==> src/design/ffsa_pkg.sv <==
`default_nettype none
// ----------------------------------------------------------------------------
// ffsa_pkg
// Shared types, codes and helpers for the first-fit segment allocator.
// ----------------------------------------------------------------------------
package ffsa_pkg;

  localparam int unsigned DEF_MAX_CHUNKS = 64;
  localparam logic [31:0] RESET_BLOCK_BYTES = 32'd268435456;
  localparam int unsigned OW = 35;  // offset math width, covers double align-up

  localparam logic [0:0] CFG_BLOCK_BYTES = 1'b0;
  localparam logic [0:0] CFG_PAGE_GRAN   = 1'b1;

  localparam logic [1:0] ST_OK      = 2'd0;
  localparam logic [1:0] ST_NOFIT   = 2'd1;
  localparam logic [1:0] ST_FULL    = 2'd2;
  localparam logic [1:0] ST_UNKNOWN = 2'd3;

  localparam logic [0:0] REQ_ALLOC = 1'b0;
  localparam logic [0:0] REQ_FREE  = 1'b1;

  localparam logic [2:0] KIND_FREE    = 3'd0;
  localparam logic [2:0] KIND_BUFFER  = 3'd1;
  localparam logic [2:0] KIND_IMAGE   = 3'd2;
  localparam logic [2:0] KIND_LINEAR  = 3'd3;
  localparam logic [2:0] KIND_OPTIMAL = 3'd4;

  typedef enum logic [2:0] {
    COP_NONE,
    COP_RESET,
    COP_ALLOC,
    COP_MARK,
    COP_REMOVE
  } cop_t;

  typedef struct packed {
    logic [31:0] off;
    logic [31:0] size;
    logic [2:0]  kind;
    logic [31:0] tag;
  } entry_t;

  // broadcast to every cell for a table update
  typedef struct packed {
    cop_t        op;
    logic [31:0] bb;       // new block size on reset
    logic [31:0] need;
    logic [2:0]  kind;
    logic        split;
    logic [31:0] new_off;
    logic [31:0] rem;
    logic [31:0] new_tag;
  } ctl_t;

  // request terms every cell uses for the fit test
  typedef struct packed {
    logic [31:0] amask;
    logic [31:0] bytes;
    logic [2:0]  kind;
    logic [20:0] gmask;
    logic        gran_en;
  } req_t;

  // power-of-two floor minus one; zero maps to zero (floor of 1)
  function automatic logic [31:0] pow2_mask(input logic [31:0] v);
    logic [31:0] s;
    s = v;
    s = s | (s >> 1);
    s = s | (s >> 2);
    s = s | (s >> 4);
    s = s | (s >> 8);
    s = s | (s >> 16);
    return s >> 1;
  endfunction

  function automatic logic kinds_conflict(input logic [2:0] a, input logic [2:0] b);
    logic [2:0] lo;
    logic [2:0] hi;
    logic       r;
    lo = (a < b) ? a : b;
    hi = (a < b) ? b : a;
    case (lo)
      KIND_BUFFER:  r = (hi == KIND_IMAGE) || (hi == KIND_OPTIMAL);
      KIND_IMAGE:   r = (hi == KIND_IMAGE) || (hi == KIND_LINEAR) || (hi == KIND_OPTIMAL);
      KIND_LINEAR:  r = (hi == KIND_OPTIMAL);
      default:      r = 1'b0;
    endcase
    return r;
  endfunction

endpackage
`default_nettype wire

==> src/design/ffsa_cell.sv <==
`default_nettype none
// ----------------------------------------------------------------------------
// ffsa_cell
// One table entry: holds a chunk, runs a four-stage fit test and shifts
// to or from its neighbors on insert and remove.
// ----------------------------------------------------------------------------
module ffsa_cell #(
  parameter int unsigned MAX_CHUNKS = ffsa_pkg::DEF_MAX_CHUNKS,
  parameter int unsigned INDEX      = 0
) (
  input  wire                                clk,
  input  wire ffsa_pkg::ctl_t                ctl,
  input  wire [$clog2(MAX_CHUNKS)-1:0]       idx,
  input  wire [$clog2(MAX_CHUNKS+1)-1:0]     count,
  input  wire ffsa_pkg::req_t                req,
  input  wire ffsa_pkg::entry_t              prev_ent,
  input  wire ffsa_pkg::entry_t              next_ent,
  output ffsa_pkg::entry_t                   ent,
  output logic                               fit,
  output logic [31:0]                        need,
  output logic [31:0]                        aoff
);
  import ffsa_pkg::*;

  localparam int unsigned IW = $clog2(MAX_CHUNKS);
  localparam int unsigned CW = $clog2(MAX_CHUNKS + 1);
  localparam logic [IW:0] J = INDEX[IW:0];
  localparam logic [CW-1:0] JC = CW'(INDEX);
  localparam logic [CW-1:0] JN = CW'(INDEX + 1);

  entry_t ent_r;
  logic [OW-1:0] o1_r, o1g_r, o_r, need_r;
  logic          pconf_r, sp_r, fit_r;

  logic [OW-1:0] s35, am35, gm35, bytes35, nxt35, o_sel, end35;
  logic          valid, has_next;
  logic [IW:0]   idx_w;

  assign idx_w    = {1'b0, idx};
  assign valid    = (JC < count);
  assign has_next = (JN < count);
  assign s35      = {3'b0, ent_r.off};
  assign am35     = {3'b0, req.amask};
  assign gm35     = {14'b0, req.gmask};
  assign bytes35  = {3'b0, req.bytes};
  assign nxt35    = {3'b0, next_ent.off};
  assign o_sel    = (pconf_r && sp_r) ? o1g_r : o1_r;
  assign end35    = o_r + bytes35 - 1'b1;

  // fit test pipeline
  always_ff @(posedge clk) begin
    o1_r    <= (s35 + am35) & ~am35;
    pconf_r <= (INDEX > 0) && req.gran_en && kinds_conflict(prev_ent.kind, req.kind);
    o1g_r   <= (o1_r + gm35) & ~gm35;
    sp_r    <= ((s35 - 1'b1) & ~gm35) == (o1_r & ~gm35);
    o_r     <= o_sel;
    need_r  <= o_sel - s35 + bytes35;
    fit_r   <= valid && (ent_r.kind == KIND_FREE) && (need_r <= {3'b0, ent_r.size}) &&
               !(req.gran_en && has_next && kinds_conflict(req.kind, next_ent.kind) &&
                 ((end35 & ~gm35) == (nxt35 & ~gm35)));
  end

  // table update
  always_ff @(posedge clk) begin
    case (ctl.op)
      COP_RESET: begin
        if (INDEX == 0) begin
          ent_r.off  <= '0;
          ent_r.size <= ctl.bb;
          ent_r.kind <= KIND_FREE;
          ent_r.tag  <= '0;
        end
      end
      COP_ALLOC: begin
        if (J == idx_w) begin
          ent_r.size <= ctl.need;
          ent_r.kind <= ctl.kind;
        end else if (ctl.split && (J == idx_w + 1'b1)) begin
          ent_r.off  <= ctl.new_off;
          ent_r.size <= ctl.rem;
          ent_r.kind <= KIND_FREE;
          ent_r.tag  <= ctl.new_tag;
        end else if (ctl.split && (J > idx_w + 1'b1)) begin
          ent_r <= prev_ent;
        end
      end
      COP_MARK: begin
        if (J == idx_w) ent_r.kind <= KIND_FREE;
      end
      COP_REMOVE: begin
        if (J + 1'b1 == idx_w) ent_r.size <= ent_r.size + next_ent.size;
        else if (J >= idx_w) ent_r <= next_ent;
      end
      default: ;
    endcase
  end

  assign ent  = ent_r;
  assign fit  = fit_r;
  assign need = need_r[31:0];
  assign aoff = o_r[31:0];

endmodule
`default_nettype wire

==> config.mk <==
export PLATFORM = sky130hd
export DESIGN_NAME = ffsa_cell
export DESIGN_NICKNAME = d
export VERILOG_FILES = /design/src/design/ffsa_pkg.sv /design/src/design/ffsa_cell.sv
export SDC_FILE = /design/constraint.sdc
export NUM_CORES = 1
export LEC_CHECK = 0
export ABC_AREA = 1
export ABC_CLOCK_PERIOD_IN_PS = 4100
export BUFFER_PORTS_ARGS = -buffer_cell sky130_fd_sc_hd__buf_2
export CORE_AREA = 5 5 242 244
export DETAILED_ROUTE_END_ITERATION = 16
export DIE_AREA = 0 0 247 249
export PLACE_DENSITY = 0.63
export SYNTH_ARGS = -nofsm -noshare
export SYNTH_HDL_FRONTEND = slang
export SYNTH_SLANG_ARGS = --single-unit
==> constraint.sdc <==
create_clock -name clk -period 4.1 [get_ports clk]
set_input_delay 1.025 -clock clk [delete_from_list [all_inputs] [get_ports clk]]
set_output_delay 1.025 -clock clk [all_outputs]
set_load 0.02 [all_outputs]
==> qor.csv <==
stage,metric,value,unit
yosys,syn_area_per_cell,6.86,sq um
sta,min_period,3290,ps
clocking,cts_resized,0,
critical_path,r2r_slack,980,ps
sta,slew_headroom,55.8,%
routing,vias,21200,
die,core_area,56100,sq um
die,io_pins,632,
grt,antenna_found_initial,18,
grt,grt_max_degree,100,
die,dieArea,61500,sq um
yosys,synth_fp_nets,3590,
final_layout,design_area,24400,sq um
sta,slew_viol_final,0,
critical_path,r2r-end,need_r[27],
final_layout,nets,4150,
sta,setup_violations,0,
critical_path,startpoint,req[26],
placed_design,dpl.hpwl,71500,um
placed_design,portBuffers,631,
sta,hold_violations,0,
critical_path,cp.arrival,3780,ps
yosys,synth-edff-count,99,
placed_design,place_congestion,0.981,
critical_path,start_kind,input pin,
grt,grt_pass1_wl,123000,um
sta,skew,26.1,ps
sta,worstMarginPinSlew,663,ps
run_status,status,"complete, no violations",
sta,tns,0,ps
power_and_ir_drop,p_leak,12.8,nW
final_layout,most-common-layout-cells,"buf_2 (631), nand2_1 (627), inv_1 (527), nor2_1 (244), ha_1 (203)",
final_layout,synthToLayoutAreaGrowth,23.4,%
critical_path,critPathBufInv,4,
critical_path,slowest_delay,290,ps
grt,gr-total-overflow,0,
clocking,clk_pin_slew,60,ps
critical_path,critPathSlowestCell,fa_1,
routing,dr.pass1.iters,6,
power_and_ir_drop,peakVddDrop,0.000356,V
critical_path,crit_chain,buf_2 -> inv_1 -> ha_1 -> inv_1 -> ha_1 -> fa_1 -> nand2_1 -> a21oi_1 -> nand3_1 -> nand3_1 -> nand2_1 -> nand3_1 -> nand3_1 -> nor2_1 -> nand2_1 -> nor2_1 -> nand2_1 -> nor2_1 -> nand3_1 -> nand2_1 -> inv_1,
clocking,cts_buffer_depth,3,
critical_path,setup.worst_path.end_class,flip-flop,
yosys,netlist_area,19800,sq um
final_layout,final_common_cell,buf_2,
routing,wl,83400,um
grt,grt_pass1_vias,20500,
grt,gr-usage-all-layers,25.7,%
yosys,synthCells,2884,
hold_path,hold_class,reg2reg,
power_and_ir_drop,power,11.4,mW
clocking,htreeDepth,1,
clocking,cts_hold_repair.buffers,0,
critical_path,cp_num_cells,21,
yosys,ys_seq_elements,201,
critical_path,rr_worst_depth,14,
critical_path,crit_family,simple AND/OR/NAND/NOR gates,
routing,wire_per_inst,19.7,um
critical_path,critPathMaxFanout,4,
clocking,cts_buffers,29,
routing,ant_nets,0,
sta,min_period_over_period,80.4,%
run,maxCapViolCount,0,
critical_path,crit_end,fit,
routing,avgViaCountPerCell,5.00,
clocking,clockRootBuffer,clkbuf_16,
placed_design,dp_slack,211,ps
critical_path,crit_required,4590,ps
yosys,async_flop_share,0,%
clocking,clk_latency,590,ps
yosys,ys.flop_type,dfxtp_1,
sta,grt_setup_unrepaired,false,
die,row_count,87,
die,die_y,249,um
die,start_util,35.3,%
die,die_w,247,um
final_layout,layout-drive-gt1-share,21.1,%
clocking,cts_tree,built,
yosys,ys_warn_count,0,
routing,drc,0,
clocking,clock-sinks,201,
clocking,cts_setup_buffers,0,
routing,drt_iter0_markers,1515,
final_layout,final_util,43.5,%
sta,max_freq,0.304,GHz
critical_path,criticalPathCategory,in2reg,
yosys,ys_seq_area_share,25.4,%
sta,setup_slack,805,ps
placed_design,place_area,23400,sq um
critical_path,reg2reg_from,ent[73],
yosys,ys_types,56,
power_and_ir_drop,p_per_area,467,nW/um^2
[routing by layer]
metal / part of all wire [%] / track usage [%]
met1: 43 / 33.9
met4: 3.2 / 7.33
met3: 7.9 / 4.61
met2: 46 / 43.0
met5: 0.080 / 0
[worst register-to-register path, delay by kind of cell (launching register included)]
kind	cells	cell delay, ps
AO/OA/AOI/OAI	6	1170
AND/OR/NAND/NOR	5	360
buffers and inverters	1	40
adder cells (fa/ha/maj)	2	900
flip-flops	1	520
[flip-flops by register name, indices dropped and copies added (netlist names)]
register / count
o1_r: 33
ent: 99
o_r: 33
fit: 1
need_r: 35
[final cells by class]
| type | instances | area (sq um) |
|---|---|---|
| Fill cell | 6098 | 31700 |
| Multi-Input combinational cell | 2031 | 12000 |
| Sequential cell | 201 | 5010 |
| Timing Repair Buffer | 650 | 3360 |
| Inverter | 531 | 2000 |
| Tap cell | 756 | 946 |
| Clock buffer | 42 | 900 |
| Clock inverter | 11 | 131 |
| Antenna cell | 10 | 25.0 |
[report_power, final]
| part | total [mW] | internal, mW | leakage, nW | switching [mW] |
|---|---|---|---|---|
| Sequential | 3.00 | 2.55 | 1.72 | 0.445 |
| Combinational | 5.69 | 2.03 | 10.5 | 3.67 |
| Clock | 2.72 | 1.66 | 0.513 | 1.06 |
| Total | 11.4 | 6.24 | 12.8 | 5.17 |
[cell families after synthesis]
logic type	count (synthesis)	synth area share, %
compound gates	582	17.1
xor+xnor	73	3.23
fa+ha+maj	238	16.4
buf+inv	652	13.9
flops	201	25.4
mux	1	0.0506
simple gates	1137	24.0
[cells in the mapped netlist (33+ instances only)]
cell type | number | area share [%]
ha_1 | 203 | 13
o211ai_1 | 49 | 1.9
a21oi_1 | 193 | 4.9
fa_1 | 35 | 3.5
buf_4 | 70 | 2.7
nor3_1 | 33 | 0.84
nor2_1 | 244 | 4.6
clkbuf_1 | 40 | 0.76
xor2_1 | 44 | 1.9
o21ai_1 | 39 | 0.99
o21ai_0 | 172 | 4.4
nand2_1 | 627 | 12
inv_1 | 528 | 10
edfxtp_1 | 99 | 15
nand3_1 | 161 | 4.1
dfxtp_1 | 102 | 10
[how the worst min path moves through the flow]
stage,from,end,depth (start not counted),slack (ps)
2_1_floorplan,o1_r[0],o_r[0],0,330
3_3_place_gp,o1_r[27],o_r[27],0,340
3_5_place_dp,o1_r[1],o_r[1],0,330
4_1_cts,o1_r[1],o_r[1],0,350
5_1_grt,o1_r[29],o_r[29],0,350
6_report,o1_r[1],o_r[1],0,350
[per-stage QoR]
| step | cells | hold slack [ps] |
|---|---|---|
| 3_3_place_gp | 4169 | 336 |
| 2_1_floorplan | 2884 | 331 |
| 3_5_place_dp | 4169 | 335 |
| 4_1_cts | 4222 | 345 |
| 5_1_grt | 4226 | 354 |
| 6_report | 4232 | 350 |
(Power assumes the default switching activity.)
